$ cat config.mk
export PLATFORM = sky130hd
export DESIGN_NAME = flow_batch_dispense_controller_core
export DESIGN_NICKNAME = d
export VERILOG_FILES = /design/src/hw/rtl/fdc_pkg.sv /design/src/hw/rtl/fdc_div.sv /design/src/hw/rtl/fdc_dp.sv /design/src/hw/rtl/fdc_ctrl.sv /design/src/hw/rtl/flow_batch_dispense_controller_core.sv
export SDC_FILE = /design/constraint.sdc
export NUM_CORES = 2
export LEC_CHECK = 0
export BUFFER_PORTS_ARGS = -buffer_cell sky130_fd_sc_hd__buf_4
export CORE_ASPECT_RATIO = 0.5
export CORE_MARGIN = 4
export CORE_UTILIZATION = 50
export CTS_CLUSTER_DIAMETER = 40
export CTS_CLUSTER_SIZE = 24
export DETAILED_ROUTE_END_ITERATION = 16
export MAX_ROUTING_LAYER = met4
export PLACE_DENSITY_LB_ADDON = 0.08
export SKIP_CTS_REPAIR_TIMING = 1
export SYNTH_ARGS = -nofsm -noshare
export SYNTH_HDL_FRONTEND = slang
export SYNTH_SLANG_ARGS = --single-unit
$ cat constraint.sdc
create_clock -name clk -period 11.55 [get_ports clk]
set_clock_uncertainty 0.15 [all_clocks]
set_input_delay 2.8875 -clock clk [delete_from_list [all_inputs] [get_ports clk]]
set_output_delay 2.8875 -clock clk [all_outputs]
set_load 0.005 [all_outputs]
$ cat src/hw/rtl/fdc_pkg.sv
// ----------------------------------------------------------------------------
// fdc_pkg - shared definitions of the batch flow dispense controller
// Field widths, command and mode codes, register indexes and the command /
// status bundles between the controller and the datapath.
// ----------------------------------------------------------------------------
package fdc_pkg;

  // pulse counter width of a run
  localparam int COUNT_WIDTH = 20;
  localparam logic [COUNT_WIDTH-1:0] COUNT_MAX = '1;

  // fixed field widths
  localparam int OP_W      = 3;
  localparam int TGT_W     = 20;
  localparam int DELTA_W   = 16;
  localparam int ELAPSED_W = 16;
  localparam int MODE_W    = 3;
  localparam int FAULT_W   = 2;
  localparam int TOTAL_W   = 32;
  localparam int QUIET_W   = 16;

  // configuration register widths
  localparam int LAG_W     = 12;
  localparam int EXTRA_W   = 9;
  localparam int OVER_W    = 12;
  localparam int SMALL_W   = 16;
  localparam int TIMEOUT_W = 16;
  localparam int CAL_W     = 11;
  localparam int CFG_IDX_W  = 3;
  localparam int CFG_DATA_W = 16;

  // configuration register indexes
  localparam logic [CFG_IDX_W-1:0] CFG_STOP_LAG   = 3'd0;
  localparam logic [CFG_IDX_W-1:0] CFG_STOP_EXTRA = 3'd1;
  localparam logic [CFG_IDX_W-1:0] CFG_OVER_LIMIT = 3'd2;
  localparam logic [CFG_IDX_W-1:0] CFG_SMALL_TGT  = 3'd3;
  localparam logic [CFG_IDX_W-1:0] CFG_NO_FLOW    = 3'd4;
  localparam logic [CFG_IDX_W-1:0] CFG_CAL_TGT    = 3'd5;

  // command codes
  localparam logic [OP_W-1:0] OP_START     = 3'd0;
  localparam logic [OP_W-1:0] OP_START_CAL = 3'd1;
  localparam logic [OP_W-1:0] OP_SAMPLE    = 3'd2;
  localparam logic [OP_W-1:0] OP_STOP      = 3'd3;
  localparam logic [OP_W-1:0] OP_RESUME    = 3'd4;
  localparam logic [OP_W-1:0] OP_CANCEL    = 3'd5;
  localparam logic [OP_W-1:0] OP_ACK       = 3'd6;

  // run modes
  localparam logic [MODE_W-1:0] M_IDLE    = 3'd0;
  localparam logic [MODE_W-1:0] M_RUN     = 3'd1;
  localparam logic [MODE_W-1:0] M_PAUSE   = 3'd2;
  localparam logic [MODE_W-1:0] M_DONE    = 3'd3;
  localparam logic [MODE_W-1:0] M_FAULT   = 3'd4;
  localparam logic [MODE_W-1:0] M_CAL     = 3'd5;
  localparam logic [MODE_W-1:0] M_CALDONE = 3'd6;

  // fault kinds
  localparam logic [FAULT_W-1:0] F_NONE    = 2'd0;
  localparam logic [FAULT_W-1:0] F_NO_FLOW = 2'd1;
  localparam logic [FAULT_W-1:0] F_OVER    = 2'd2;

  // early-stop divider: (2*delta*lag + elapsed) / (2*elapsed)
  localparam int DIV_NUM_W = DELTA_W + LAG_W + 2;
  localparam int DIV_DEN_W = ELAPSED_W + 1;
  localparam int DIV_CNT_W = $clog2(DIV_NUM_W + 1);
  localparam int EARLY_W   = (DIV_NUM_W + 1 > COUNT_WIDTH) ? DIV_NUM_W + 1 : COUNT_WIDTH;

  // 40 percent cap = floor(2*t/5), done as a multiply by a rounded-up reciprocal
  localparam int CAP_NUM   = 2;
  localparam int CAP_DEN   = 5;
  localparam int CAP_SHIFT = COUNT_WIDTH + 3;
  localparam logic [COUNT_WIDTH:0] CAP_RECIP =
    (COUNT_WIDTH+1)'(((64'd1 << CAP_SHIFT) + CAP_DEN - 1) / CAP_DEN);

  // stream widths
  localparam int IN_BITS     = TGT_W + DELTA_W + ELAPSED_W;
  localparam int IN_TDATA_W  = ((IN_BITS + 7) / 8) * 8;
  localparam int OUT_BITS    = MODE_W + 1 + 2 * COUNT_WIDTH + FAULT_W + TOTAL_W;
  localparam int OUT_TDATA_W = ((OUT_BITS + 7) / 8) * 8;

  // one result, last field in the lowest bits
  typedef struct packed {
    logic [TOTAL_W-1:0]     total_pulses;
    logic [FAULT_W-1:0]     fault_kind;
    logic [COUNT_WIDTH-1:0] stop_threshold;
    logic [COUNT_WIDTH-1:0] pulses_dispensed;
    logic                   pump_on;
    logic [MODE_W-1:0]      run_mode;
  } out_word_t;

  // controller to datapath
  typedef struct packed {
    logic latch;
    logic mul;
    logic div_start;
    logic commit;
  } ctrl_cmd_t;

  // datapath to controller
  typedef struct packed {
    logic sample_go;
    logic div_done;
    logic out_busy;
  } dp_stat_t;

endpackage

$ cat src/hw/rtl/fdc_div.sv
// ----------------------------------------------------------------------------
// fdc_div - radix-2 restoring divider
// One quotient bit per cycle; pulses done when the quotient is ready.
// ----------------------------------------------------------------------------
module fdc_div
  import fdc_pkg::*;
(
  input  logic                 clk,
  input  logic                 rst_n,
  input  logic                 start,
  input  logic [DIV_NUM_W-1:0] num,
  input  logic [DIV_DEN_W-1:0] den,
  output logic [DIV_NUM_W-1:0] quo,
  output logic                 done
);

  logic                 busy_r, busy_nxt;
  logic                 done_r, done_nxt;
  logic [DIV_CNT_W-1:0] cnt_r, cnt_nxt;
  logic [DIV_NUM_W-1:0] quo_r, quo_nxt;
  logic [DIV_DEN_W-1:0] rem_r, rem_nxt;
  logic [DIV_DEN_W-1:0] den_r, den_nxt;
  logic [DIV_DEN_W:0]   shifted;
  logic [DIV_DEN_W:0]   diff;

  // trial subtract of one step
  assign shifted = {rem_r, quo_r[DIV_NUM_W-1]};
  assign diff    = shifted - {1'b0, den_r};

  always_comb begin
    busy_nxt = busy_r;
    done_nxt = 1'b0;
    cnt_nxt  = cnt_r;
    quo_nxt  = quo_r;
    rem_nxt  = rem_r;
    den_nxt  = den_r;
    if (start) begin
      busy_nxt = 1'b1;
      cnt_nxt  = DIV_CNT_W'(DIV_NUM_W);
      quo_nxt  = num;
      rem_nxt  = '0;
      den_nxt  = den;
    end else if (busy_r) begin
      if (shifted >= {1'b0, den_r}) begin
        rem_nxt = diff[DIV_DEN_W-1:0];
        quo_nxt = {quo_r[DIV_NUM_W-2:0], 1'b1};
      end else begin
        rem_nxt = shifted[DIV_DEN_W-1:0];
        quo_nxt = {quo_r[DIV_NUM_W-2:0], 1'b0};
      end
      cnt_nxt = cnt_r - DIV_CNT_W'(1);
      if (cnt_r == DIV_CNT_W'(1)) begin
        busy_nxt = 1'b0;
        done_nxt = 1'b1;
      end
    end
  end

  // control
  always_ff @(posedge clk) begin
    if (!rst_n) begin
      busy_r <= 1'b0;
      done_r <= 1'b0;
      cnt_r  <= '0;
    end else begin
      busy_r <= busy_nxt;
      done_r <= done_nxt;
      cnt_r  <= cnt_nxt;
    end
  end

  // working registers
  always_ff @(posedge clk) begin
    quo_r <= quo_nxt;
    rem_r <= rem_nxt;
    den_r <= den_nxt;
  end

  assign quo  = quo_r;
  assign done = done_r;

endmodule

$ cat src/hw/rtl/fdc_dp.sv
// ----------------------------------------------------------------------------
// fdc_dp - datapath of the dispense controller
// Configuration registers, run state, early-stop estimate, result register.
// ----------------------------------------------------------------------------
module fdc_dp
  import fdc_pkg::*;
(
  input  logic                  clk,
  input  logic                  rst_n,
  // configuration writes
  input  logic                  cfg_we,
  input  logic [CFG_IDX_W-1:0]  cfg_index,
  input  logic [CFG_DATA_W-1:0] cfg_wdata,
  // incoming item
  input  logic [OP_W-1:0]       in_op,
  input  logic [TGT_W-1:0]      in_target,
  input  logic [DELTA_W-1:0]    in_delta,
  input  logic [ELAPSED_W-1:0]  in_elapsed,
  // controller link
  input  ctrl_cmd_t             cmd,
  output dp_stat_t              stat,
  // result
  input  logic                  out_ready,
  output logic                  out_valid,
  output out_word_t             out_data
);

  // configuration
  logic [LAG_W-1:0]     lag_r;
  logic [EXTRA_W-1:0]   extra_r;
  logic [OVER_W-1:0]    over_r;
  logic [SMALL_W-1:0]   small_r;
  logic [TIMEOUT_W-1:0] timeout_r;
  logic [CAL_W-1:0]     cal_r;

  // run state
  logic [MODE_W-1:0]      mode_r, mode_nxt;
  logic [COUNT_WIDTH-1:0] run_r, run_nxt;
  logic [COUNT_WIDTH-1:0] target_r, target_nxt;
  logic [QUIET_W-1:0]     quiet_r, quiet_nxt;
  logic [FAULT_W-1:0]     fault_r, fault_nxt;
  logic [COUNT_WIDTH-1:0] stop_r, stop_nxt;
  logic [TOTAL_W-1:0]     total_r, total_nxt;

  // latched item and intermediates
  logic [OP_W-1:0]             op_r;
  logic [TGT_W-1:0]            tgt_r;
  logic [DELTA_W-1:0]          delta_r;
  logic [ELAPSED_W-1:0]        elapsed_r;
  logic [DELTA_W+LAG_W-1:0]    prod_r;
  logic [COUNT_WIDTH-1:0]      cap_r;
  logic [COUNT_WIDTH-1:0]      early_r;
  logic [2*COUNT_WIDTH+1:0]    cap_prod;

  // result register
  logic      out_valid_r, out_valid_nxt;
  out_word_t out_data_r, out_data_nxt;

  // divider
  logic [DIV_NUM_W-1:0] div_num;
  logic [DIV_DEN_W-1:0] div_den;
  logic [DIV_NUM_W-1:0] div_quo;
  logic                 div_done;

  // sample arithmetic
  logic [COUNT_WIDTH:0]   run_sum;
  logic [COUNT_WIDTH-1:0] run_s;
  logic [QUIET_W:0]       quiet_sum;
  logic [QUIET_W-1:0]     quiet_s;
  logic [COUNT_WIDTH:0]   over_lim;
  logic [COUNT_WIDTH-1:0] stop_at;
  logic [COUNT_WIDTH-1:0] tgt_sat;
  logic [COUNT_WIDTH-1:0] total_src;
  logic [TOTAL_W:0]       total_sum;
  logic [TOTAL_W-1:0]     total_s;
  logic [DIV_NUM_W-1:0]   rate;
  logic [EARLY_W-1:0]     early_sum;
  logic [COUNT_WIDTH-1:0] early_c;
  logic                   run_active;

  localparam int TGT_CMP_W = (TGT_W > COUNT_WIDTH) ? TGT_W : COUNT_WIDTH;

  assign run_active = (mode_r == M_RUN) || (mode_r == M_CAL);

  // status toward the controller
  assign stat.sample_go = (in_op == OP_SAMPLE) && run_active;
  assign stat.div_done  = div_done;
  assign stat.out_busy  = out_valid_r && !out_ready;

  // configuration writes, masked to register widths
  always_ff @(posedge clk) begin
    if (!rst_n) begin
      lag_r     <= LAG_W'(300);
      extra_r   <= EXTRA_W'(20);
      over_r    <= OVER_W'(13);
      small_r   <= SMALL_W'(131);
      timeout_r <= TIMEOUT_W'(6000);
      cal_r     <= CAL_W'(263);
    end else if (cfg_we) begin
      case (cfg_index)
        CFG_STOP_LAG:   lag_r     <= cfg_wdata[LAG_W-1:0];
        CFG_STOP_EXTRA: extra_r   <= cfg_wdata[EXTRA_W-1:0];
        CFG_OVER_LIMIT: over_r    <= cfg_wdata[OVER_W-1:0];
        CFG_SMALL_TGT:  small_r   <= cfg_wdata[SMALL_W-1:0];
        CFG_NO_FLOW:    timeout_r <= cfg_wdata[TIMEOUT_W-1:0];
        CFG_CAL_TGT:    cal_r     <= cfg_wdata[CAL_W-1:0];
        default: ;
      endcase
    end
  end

  // item latch, delta*lag product and the 40 percent cap of the target
  assign cap_prod = {target_r, 1'b0} * CAP_RECIP;

  always_ff @(posedge clk) begin
    if (cmd.latch) begin
      op_r      <= in_op;
      tgt_r     <= in_target;
      delta_r   <= in_delta;
      elapsed_r <= in_elapsed;
    end
    if (cmd.mul) begin
      prod_r <= delta_r * lag_r;
    end
    cap_r <= {1'b0, cap_prod[CAP_SHIFT +: COUNT_WIDTH-1]};
  end

  // rounded rate term through the divider
  assign div_num = DIV_NUM_W'({prod_r, 1'b0}) + DIV_NUM_W'(elapsed_r);
  assign div_den = {elapsed_r, 1'b0};

  fdc_div u_div (
    .clk   (clk),
    .rst_n (rst_n),
    .start (cmd.div_start),
    .num   (div_num),
    .den   (div_den),
    .quo   (div_quo),
    .done  (div_done)
  );

  // early-stop amount, capped, only above the small-target threshold
  assign rate      = (elapsed_r != '0) ? div_quo : '0;
  assign early_sum = EARLY_W'(rate) + EARLY_W'(extra_r);
  assign early_c   = (early_sum > EARLY_W'(cap_r)) ? cap_r : early_sum[COUNT_WIDTH-1:0];

  always_ff @(posedge clk) begin
    if (div_done) begin
      early_r <= (target_r > COUNT_WIDTH'(small_r)) ? early_c : '0;
    end
  end

  // sample arithmetic from the current state
  assign run_sum   = (COUNT_WIDTH+1)'(run_r) + (COUNT_WIDTH+1)'(delta_r);
  assign run_s     = run_sum[COUNT_WIDTH] ? COUNT_MAX : run_sum[COUNT_WIDTH-1:0];
  assign quiet_sum = (QUIET_W+1)'(quiet_r) + (QUIET_W+1)'(elapsed_r);
  assign quiet_s   = (delta_r != '0) ? '0 :
                     (quiet_sum[QUIET_W] ? '1 : quiet_sum[QUIET_W-1:0]);
  assign over_lim  = (COUNT_WIDTH+1)'(target_r) + (COUNT_WIDTH+1)'(over_r);
  assign stop_at   = (early_r < target_r) ? target_r - early_r : target_r;
  assign tgt_sat   = (TGT_CMP_W'(tgt_r) > TGT_CMP_W'(COUNT_MAX)) ? COUNT_MAX :
                     COUNT_WIDTH'(tgt_r);

  // saturating grand total
  assign total_src = (op_r == OP_SAMPLE) ? run_s : run_r;
  assign total_sum = (TOTAL_W+1)'(total_r) + (TOTAL_W+1)'(total_src);
  assign total_s   = total_sum[TOTAL_W] ? '1 : total_sum[TOTAL_W-1:0];

  // command effect on the run state
  always_comb begin
    mode_nxt   = mode_r;
    run_nxt    = run_r;
    target_nxt = target_r;
    quiet_nxt  = quiet_r;
    fault_nxt  = fault_r;
    stop_nxt   = stop_r;
    total_nxt  = total_r;
    case (op_r)
      OP_START, OP_START_CAL: begin
        if (mode_r == M_IDLE && (op_r == OP_START_CAL || tgt_r != '0)) begin
          run_nxt    = '0;
          quiet_nxt  = '0;
          fault_nxt  = F_NONE;
          target_nxt = (op_r == OP_START) ? tgt_sat : COUNT_WIDTH'(cal_r);
          stop_nxt   = target_nxt;
          mode_nxt   = (op_r == OP_START) ? M_RUN : M_CAL;
        end
      end
      OP_SAMPLE: begin
        if (run_active) begin
          run_nxt   = run_s;
          quiet_nxt = quiet_s;
          if (quiet_s > timeout_r) begin
            mode_nxt  = M_FAULT;
            fault_nxt = F_NO_FLOW;
          end else if (mode_r == M_CAL) begin
            stop_nxt = target_r;
            if (run_s >= target_r) mode_nxt = M_CALDONE;
          end else if ((COUNT_WIDTH+1)'(run_s) > over_lim) begin
            mode_nxt  = M_FAULT;
            fault_nxt = F_OVER;
          end else begin
            stop_nxt = stop_at;
            if (run_s >= stop_at) begin
              mode_nxt  = M_DONE;
              total_nxt = total_s;
            end
          end
        end
      end
      OP_STOP: begin
        if (mode_r == M_RUN) begin
          mode_nxt = M_PAUSE;
        end else if (mode_r == M_CAL) begin
          mode_nxt   = M_IDLE;
          run_nxt    = '0;
          target_nxt = '0;
          quiet_nxt  = '0;
          fault_nxt  = F_NONE;
          stop_nxt   = '0;
        end
      end
      OP_RESUME: begin
        if (mode_r == M_PAUSE) begin
          mode_nxt  = M_RUN;
          quiet_nxt = '0;
        end
      end
      OP_CANCEL, OP_ACK: begin
        if ((op_r == OP_CANCEL && mode_r == M_PAUSE) ||
            (op_r == OP_ACK && (mode_r == M_DONE || mode_r == M_FAULT ||
                                mode_r == M_CALDONE))) begin
          if (op_r == OP_CANCEL) total_nxt = total_s;
          mode_nxt   = M_IDLE;
          run_nxt    = '0;
          target_nxt = '0;
          quiet_nxt  = '0;
          fault_nxt  = F_NONE;
          stop_nxt   = '0;
        end
      end
      default: ;
    endcase
  end

  // result word and its valid flag
  always_comb begin
    out_data_nxt                  = out_data_r;
    out_valid_nxt                 = out_valid_r && !out_ready;
    if (cmd.commit) begin
      out_valid_nxt                  = 1'b1;
      out_data_nxt.run_mode          = mode_nxt;
      out_data_nxt.pump_on           = (mode_nxt == M_RUN) || (mode_nxt == M_CAL);
      out_data_nxt.pulses_dispensed  = run_nxt;
      out_data_nxt.stop_threshold    = stop_nxt;
      out_data_nxt.fault_kind        = fault_nxt;
      out_data_nxt.total_pulses      = total_nxt;
    end
  end

  always_ff @(posedge clk) begin
    if (!rst_n) begin
      mode_r      <= M_IDLE;
      run_r       <= '0;
      target_r    <= '0;
      quiet_r     <= '0;
      fault_r     <= F_NONE;
      stop_r      <= '0;
      total_r     <= '0;
      out_valid_r <= 1'b0;
    end else begin
      if (cmd.commit) begin
        mode_r   <= mode_nxt;
        run_r    <= run_nxt;
        target_r <= target_nxt;
        quiet_r  <= quiet_nxt;
        fault_r  <= fault_nxt;
        stop_r   <= stop_nxt;
        total_r  <= total_nxt;
      end
      out_valid_r <= out_valid_nxt;
    end
  end

  always_ff @(posedge clk) begin
    out_data_r <= out_data_nxt;
  end

  assign out_valid = out_valid_r;
  assign out_data  = out_data_r;

endmodule

$ cat src/hw/rtl/fdc_ctrl.sv
// ----------------------------------------------------------------------------
// fdc_ctrl - sequencing controller of the dispense controller
// Takes one transaction at a time and steps the datapath through it.
// ----------------------------------------------------------------------------
module fdc_ctrl
  import fdc_pkg::*;
(
  input  logic      clk,
  input  logic      rst_n,
  input  logic      in_valid,
  output logic      in_ready,
  input  dp_stat_t  stat,
  output ctrl_cmd_t cmd
);

  localparam logic [2:0] S_IDLE   = 3'd0;
  localparam logic [2:0] S_MUL    = 3'd1;
  localparam logic [2:0] S_LOAD   = 3'd2;
  localparam logic [2:0] S_DIV    = 3'd3;
  localparam logic [2:0] S_COMMIT = 3'd4;

  logic [2:0] state_r, state_nxt;
  logic       accept;

  assign in_ready = (state_r == S_IDLE);
  assign accept   = in_valid && in_ready;

  // next state and datapath commands
  always_comb begin
    state_nxt     = state_r;
    cmd.latch     = accept;
    cmd.mul       = 1'b0;
    cmd.div_start = 1'b0;
    cmd.commit    = 1'b0;
    case (state_r)
      S_IDLE: begin
        if (accept) state_nxt = stat.sample_go ? S_MUL : S_COMMIT;
      end
      S_MUL: begin
        cmd.mul   = 1'b1;
        state_nxt = S_LOAD;
      end
      S_LOAD: begin
        cmd.div_start = 1'b1;
        state_nxt     = S_DIV;
      end
      S_DIV: begin
        if (stat.div_done) state_nxt = S_COMMIT;
      end
      S_COMMIT: begin
        // wait for the result slot to free up
        if (!stat.out_busy) begin
          cmd.commit = 1'b1;
          state_nxt  = S_IDLE;
        end
      end
      default: state_nxt = S_IDLE;
    endcase
  end

  always_ff @(posedge clk) begin
    if (!rst_n) begin
      state_r <= S_IDLE;
    end else begin
      state_r <= state_nxt;
    end
  end

endmodule

$ cat src/hw/rtl/flow_batch_dispense_controller_core.sv
// ----------------------------------------------------------------------------
// flow_batch_dispense_controller_core - batch flow dispense controller
// Runs normal and calibration dispense runs from a command stream.
// ----------------------------------------------------------------------------
// One command per input transaction, one status result per command. A flow
// sample taken while a run is active steps through a multiply state, a load
// state that starts the one-bit-per-cycle divider forming the early-stop
// estimate, a divide state that waits for the divider's done pulse, which
// also registers the estimate, and a commit state that registers its result;
// the next command is taken once the commit is made. Every other command goes
// from acceptance straight to the commit state. The block holds one command at
// a time; a result that is waiting on the output does not stop the next
// command from being accepted, only its commit waits for the output slot.
// Configuration writes take effect at once and are meant to be issued while no
// command is in flight.
module flow_batch_dispense_controller_core
  import fdc_pkg::*;
(
  input  logic                   clk,
  input  logic                   rst_n,
  // configuration
  input  logic                   cfg_we,
  input  logic [CFG_IDX_W-1:0]   cfg_index,
  input  logic [CFG_DATA_W-1:0]  cfg_wdata,
  // command stream
  input  logic                   in_tvalid,
  output logic                   in_tready,
  input  logic [IN_TDATA_W-1:0]  in_tdata,   // target_pulses, pulse_delta, elapsed_ms
  input  logic [OP_W-1:0]        in_tuser,   // opcode
  // status stream
  output logic                   out_tvalid,
  input  logic                   out_tready,
  output logic [OUT_TDATA_W-1:0] out_tdata   // run_mode, pump_on, pulses_dispensed,
                                             // stop_threshold, fault_kind, total_pulses
);

  ctrl_cmd_t cmd;
  dp_stat_t  stat;
  out_word_t out_word;

  fdc_ctrl u_ctrl (
    .clk      (clk),
    .rst_n    (rst_n),
    .in_valid (in_tvalid),
    .in_ready (in_tready),
    .stat     (stat),
    .cmd      (cmd)
  );

  fdc_dp u_dp (
    .clk        (clk),
    .rst_n      (rst_n),
    .cfg_we     (cfg_we),
    .cfg_index  (cfg_index),
    .cfg_wdata  (cfg_wdata),
    .in_op      (in_tuser),
    .in_target  (in_tdata[TGT_W-1:0]),
    .in_delta   (in_tdata[TGT_W +: DELTA_W]),
    .in_elapsed (in_tdata[TGT_W+DELTA_W +: ELAPSED_W]),
    .cmd        (cmd),
    .stat       (stat),
    .out_ready  (out_tready),
    .out_valid  (out_tvalid),
    .out_data   (out_word)
  );

  assign out_tdata = OUT_TDATA_W'(out_word);

  // one command in flight: acceptance closes the input for the next cycle
  a_one_in_flight: assert property (@(posedge clk) disable iff (!rst_n)
    (in_tvalid && in_tready) |=> !in_tready)
    else $error("input accepted while a command is in flight");

  // pump drive follows the running modes
  a_pump_mode: assert property (@(posedge clk) disable iff (!rst_n)
    out_tvalid |-> (out_word.pump_on ==
                    ((out_word.run_mode == M_RUN) || (out_word.run_mode == M_CAL))))
    else $error("pump drive disagrees with run mode");

  // a fault kind is reported exactly in fault mode
  a_fault_mode: assert property (@(posedge clk) disable iff (!rst_n)
    out_tvalid |-> ((out_word.fault_kind != F_NONE) == (out_word.run_mode == M_FAULT)))
    else $error("fault kind disagrees with run mode");

  // idle carries a cleared run
  a_idle_clear: assert property (@(posedge clk) disable iff (!rst_n)
    (out_tvalid && (out_word.run_mode == M_IDLE)) |->
      ((out_word.pulses_dispensed == '0) && (out_word.stop_threshold == '0)))
    else $error("idle result with run data left over");

endmodule
# After elaboration in Yosys (flattened, before gate mapping)
# Cells that the tools add are included.
# Widths: inputs -> output; s select.
dict set report totals {
  ff_bits 463
  latchBits 0
  mem_bits_rw 0
  rom_bits 0
  in_bits 83
  out_inout_bits 82
  n_memories 0
}
dict set report op_classes {
  add_sub_neg 9
  multipliers 2
  div 0
  n_lt_le_gt_ge 9
  eq_ne 34
  shift 0
  mux 87
  bitwise 3
  n_reduce_logical 37
}
# cell count
set ops {}
lappend ops {{$mux 20} 22}
lappend ops {{$mux 32} 8}
lappend ops {{$pmux 20 s4} 2}
lappend ops {{$mux 16} 8}
lappend ops {{$mux 30} 3}
lappend ops {{$pmux 16 s5} 1}
lappend ops {{$pmux 32 s2} 1}
lappend ops {{$pmux 20 s3} 1}
lappend ops {{$mux 3} 16}
lappend ops {{$ge 20x20->1} 2}
lappend ops {{$mul 20x20->40 const B} 1}
lappend ops {{$add 32x20->33} 1}
lappend ops {{$reduce_bool 16->1} 2}
lappend ops {{$add 30x9->31} 1}
lappend ops {{$gt 31x19->1} 1}
lappend ops {{$add 29x16->30} 1}
lappend ops {{$eq 3x3->1 const B} 10}
lappend ops {{$pmux 3 s5} 2}
lappend ops {{$mul 16x12->28} 1}
lappend ops {{$eq 3x2->1 const B} 9}
lappend ops {{$add 20x12->21} 1}
lappend ops {{$add 20x16->21} 1}
lappend ops {{$gt 20x21->1} 1}
lappend ops {{$gt 20x16->1} 1}
lappend ops {{other kinds (33)} 84}

# Logic depth before layout (Yosys ltp)
dict set report logic_depth {
  ltp_word 11
  depth_mapped 26
  depth_no_buf 24
}

# By module
# Synthesis repeated with hierarchy kept, for this count alone.
dict set report unflattened {
  cells_unflattened 4703
  hier_area_um2 42223.0
}
# mod instances cells_per_inst area_per_inst_um2
set by_module_without_submodules {}
lappend by_module_without_submodules {fdc_dp 1 4337 38176.6}
lappend by_module_without_submodules {fdc_div 1 333 3789.9}
lappend by_module_without_submodules {fdc_ctrl 1 30 237.7}
lappend by_module_without_submodules {flow_batch_dispense_controller_core 1 3 18.8}

# Least setup slack after synthesis
# OpenSTA, ideal clock, no wires.
dict set report synth_path {
  path_type {in2reg}
  start {in out_tready}
  end {reg u_dp.out_data_r (netlist bit u_dp.out_data[0]), enable pin}
  t_arrival_ns 5.871
  setup_slack_ns 5.057
  stages 5
  path_buffers 2
  path_cell_list {nand2b_1 -> nand3_1 -> inv_1 -> clkbuf_1 -> clkbuf_1}
}
# item line_no
set synth_lines {}
lappend synth_lines {{start: declaration} flow_batch_dispense_controller_core.sv:32} ;# input logic out_tready,
lappend synth_lines {{end signal: assignment} fdc_dp.sv:286} ;# out_data_r <= out_data_nxt;
lappend synth_lines {{end: declaration} fdc_dp.sv:57} ;# out_word_t out_data_r, out_data_nxt;

# Worst setup path in the final report
dict set report layout_path {
  start {reg u_dp.elapsed_r[8]}
  end {reg u_dp.early_r[3], data pin}
}
dict set report layout_between {
  elab_chain_len 5
}
# item line_no
set layout_lines {}
lappend layout_lines {{start: declaration} fdc_dp.sv:49} ;# logic [ELAPSED_W-1:0] elapsed_r;
lappend layout_lines {{start signal: assignment} fdc_dp.sv:120} ;# elapsed_r <= in_elapsed;
lappend layout_lines {{$reduce_bool 16->1 (*)} fdc_dp.sv:143} ;# assign rate = (elapsed_r != '0) ? div_quo : '0;
lappend layout_lines {{$mux 30 (*)} fdc_dp.sv:143}
lappend layout_lines {{$add 30x9->31 (*)} fdc_dp.sv:144} ;# assign early_sum = EARLY_W'(rate) + EARLY_W'(extra_r);
lappend layout_lines {{$gt 31x19->1} fdc_dp.sv:145} ;# assign early_c = (early_sum > EARLY_W'(cap_r)) ? cap_r : early_sum[COUNT_WIDTH-1:0];
lappend layout_lines {{$mux 19 (*)} fdc_dp.sv:145}
lappend layout_lines {{end signal: assignment} fdc_dp.sv:149} ;# early_r <= (target_r > COUNT_WIDTH'(small_r)) ? early_c : '0;
lappend layout_lines {{end: declaration} fdc_dp.sv:52} ;# logic [COUNT_WIDTH-1:0] early_r;
# Mark *: on every way between the ends. The rest lies on a longest branch, timed or not.
# A chain may end at the register's enable or synchronous reset.

==> results.cfg <==
[worst_hold_path]
holdPathStages = 2
hold_end = u_dp.quiet_r[10]
min_from = u_dp.quiet_r[10]
min_path_type = flop to flop

[flow_run]
cap_violations = 0

[clocking]
cts.sinks = 463
insertion_delay_ns = 0.67
cts_max_level = 2
cts.clk_slew.worst_paths_ns = 0.06
clk_path_buf_depth = 3
cts_buffers = 55
cts_tree = built
cts_root_buf = clkbuf_16

[global_route]
overflow = 0
antenna_found_initial = 6
track_usage_pct = 28.4
grt_max_degree = 85
grt_first_pass_wirelength_mm = 188
grt_pass1_vias = 33300

[finish]
final_nets = 5553
multi_input_area_sq_um = 26800
fill_cells = 7306
drive_above_1_share_pct = 7.77
regArea_sq_um = 11500
mostFrequentLayoutCell = nand2_1
layout_common_cells = 535 x nand2_1, 529 x inv_1, 505 x ha_1
area_delta_synth_final_pct = 10.7

[worst_setup_path]
required_ns = 11.75
cp_max_fo = 19
r2r_setup_slack_ns = 3.80
crit_start = u_dp.elapsed_r[8]
arrival_ns = 7.95
rr_worst_depth = 23
r2r-start = u_dp.elapsed_r[8]
crit_path_end_kind = flop
critPathLaunchType = flop
reg2reg_to = u_dp.early_r[3]
crit_type = flop to flop

[route]
drcViolationCount = 0
dr.pass1.iters = 5
wl_mm = 120
route.vias.total = 34000
drtAntennaViolNets = 0
wire_per_inst_um = 20.7
drt_iter0_markers = 2514
viasPerCell = 5.84

[place]
hpwl_mm = 93.7
io_buffers = 158
gp_congestion = 0.948

[power]
ir_drop_uv = 122
power_mw = 5.45
p_per_area_nw_per_um2 = 120
p_leak_nw = 20.8

[yosys]
postSynthCellCount = 4588
synth_edf_count = 227
yosysWarnings = 0
synthesis.area_sq_um = 41000
synthArstFlopShare_pct = 0
avgSynthCellArea_sq_um = 8.93
synthFlopType = dfxtp_1
synth_cell_types = 91
ys_seq_area_share_pct = 28.2
synth_seq_cells = 463
synth_top_area_cell = edfxtp_1
synth_area_leaders = edfxtp_1 17%, ha_1 15%, fa_1 14%
synth_top_cell_area_share_pct = 16.6

[floorplan]
rows = 73
core_sq_um = 80300
fp.dieW_um = 413
die_area_sq_um = 86900
num_io_pins = 165
initial_core_util_pct = 51.1
die_h_um = 210

[sta]
rsz0062_at_grt = no
worst_pin_slew_ns = 1.27
setup_viol = 0
setup_tns_ns = 0
hold_violations = 0
hold-worst-slack_ns = 0.303
max_freq_mhz = 129
period_share_pct = 67.1
relSlewSlack_pct = 15.3
drv_slew = 0
fin_crit_ns = 7.75

[status]
status = completed
## logic make-up (layout without fill, tap and decap cells)
kind of cell	after synthesis	in the layout	share of synthesized area (%)
AND/OR/NAND/NOR	1390	1390	15.8
AO/OA/AOI/OAI	1022	1022	15.6
adder cells (fa/ha/maj)	792	792	29.4
buffers and inverters	726	861	6.71
flip-flops	463	463	28.2
XOR/XNOR	165	165	3.53
multiplexers	29	29	0.717
other	1	4	0.00915
## worst max-delay path, cell delays in order, from the launching register on
cell	delay, ns
edfxtp_1	0.54
or4_1	0.68
or4_1	0.76
and2_1	0.33
ha_1	0.22
fa_1	0.41
a21o_1	0.17
a21oi_1	0.26
nand2b_1	0.16
a21oi_1	0.13
o41a_1	0.54
nand3_1	0.18
xor2_1	0.08
nor2_1	0.57
ha_1	0.37
a21oi_1	0.13
nor2b_1	0.06
o21ai_0	0.14
nand2b_1	0.09
a2111oi_0	0.44
o221ai_1	0.26
o311a_1	0.42
o21ai_1	0.23
a21boi_1	0.12
## worst max-delay path by stage
stage / end / slack, ns / depth (start not counted)
finish: u_dp.early_r[3] / 3.80 / 23
global route: u_dp.out_data[76] / 3.34 / 23
CTS: u_dp.early_r[7] / 3.94 / 23
detailed placement: u_dp.out_data[76] / 3.99 / 24
global placement: u_dp.out_data[76] / 4.07 / 24
floorplan: u_dp.out_data[0] / 5.06 / 5
## sequential cells by signal, indices dropped and copies added (netlist names), 9 cells and up
signal / flops
u_dp.target_r: 20
u_dp.out_data: 78
u_dp.prod_r: 28
u_dp.over_r: 12
u_dp.lag_r: 12
u_dp.cal_r: 11
u_dp.small_r: 16
u_dp.tgt_r: 20
u_dp.early_r: 20
u_dp.u_div.den_r: 16
u_dp.quiet_r: 16
u_dp.run_r: 20
u_dp.extra_r: 9
u_dp.elapsed_r: 16
u_dp.timeout_r: 16
u_dp.cap_r: 19
u_dp.u_div.rem_r: 17
u_dp.total_r: 32
u_dp.stop_r: 20
u_dp.delta_r: 16
u_dp.u_div.quo: 30
## final cells by class
type,count,area share (%)
multi-input cells,3401,59.0
flip-flops and latches,463,25.4
inverters,544,4.51
repair buffers,213,3.53
clock buffers,59,3.07
well taps,1087,3.00
clock inverters,45,1.49
diodes,1,0.00551
## layer usage
| metal | global-route usage [%] | vias to the layer above | wire (um) |
|---|---|---|---|
| met1 | 39.2 | 16700 | 54600 |
| met2 | 44.5 | 1061 | 54800 |
| met3 | 4.07 | 185 | 8240 |
| met5 | - | - | 0 |
| li1 | - | 16000 | - |
| met4 | 6.51 | 0 | 2710 |
## metrics by stage
stage / instances / worst slack, ns / area, sq um / util [%]
floorplan: 4590 / 5.06 / 41000 / -
global placement: 5707 / 4.07 / 43300 / 53.9
detailed placement: 5707 / 3.99 / 43300 / 53.9
CTS: 5811 / 3.94 / 45400 / 56.5
global route: 5812 / 3.34 / 45400 / 56.5
finish: 5813 / 3.80 / 45400 / 56.5
## synth_stat cells (all sizes together) (34+ instances only)
| cell type | number |
|---|---|
| clkbuf | 166 |
| nand2b | 48 |
| a21o | 81 |
| and2 | 88 |
| nor2b | 45 |
| inv | 543 |
| a31oi | 34 |
| nand2 | 535 |
| nand3 | 111 |
| nor3 | 76 |
| xor2 | 61 |
| dfxtp | 236 |
| edfxtp | 227 |
| nor2 | 315 |
| ha | 505 |
| a21oi | 315 |
| o21ai | 278 |
| fa | 287 |
| nand4 | 45 |
| a211oi | 42 |
| xnor2 | 104 |
| a21boi | 35 |
## report_power, final
part / total [mW] / internal [mW] / switching, mW
sequential: 1.95 / 1.86 / 0.0945
clock: 1.94 / 1.03 / 0.913
combinational: 1.55 / 0.658 / 0.894
Power figures use the tool's default switching activity.
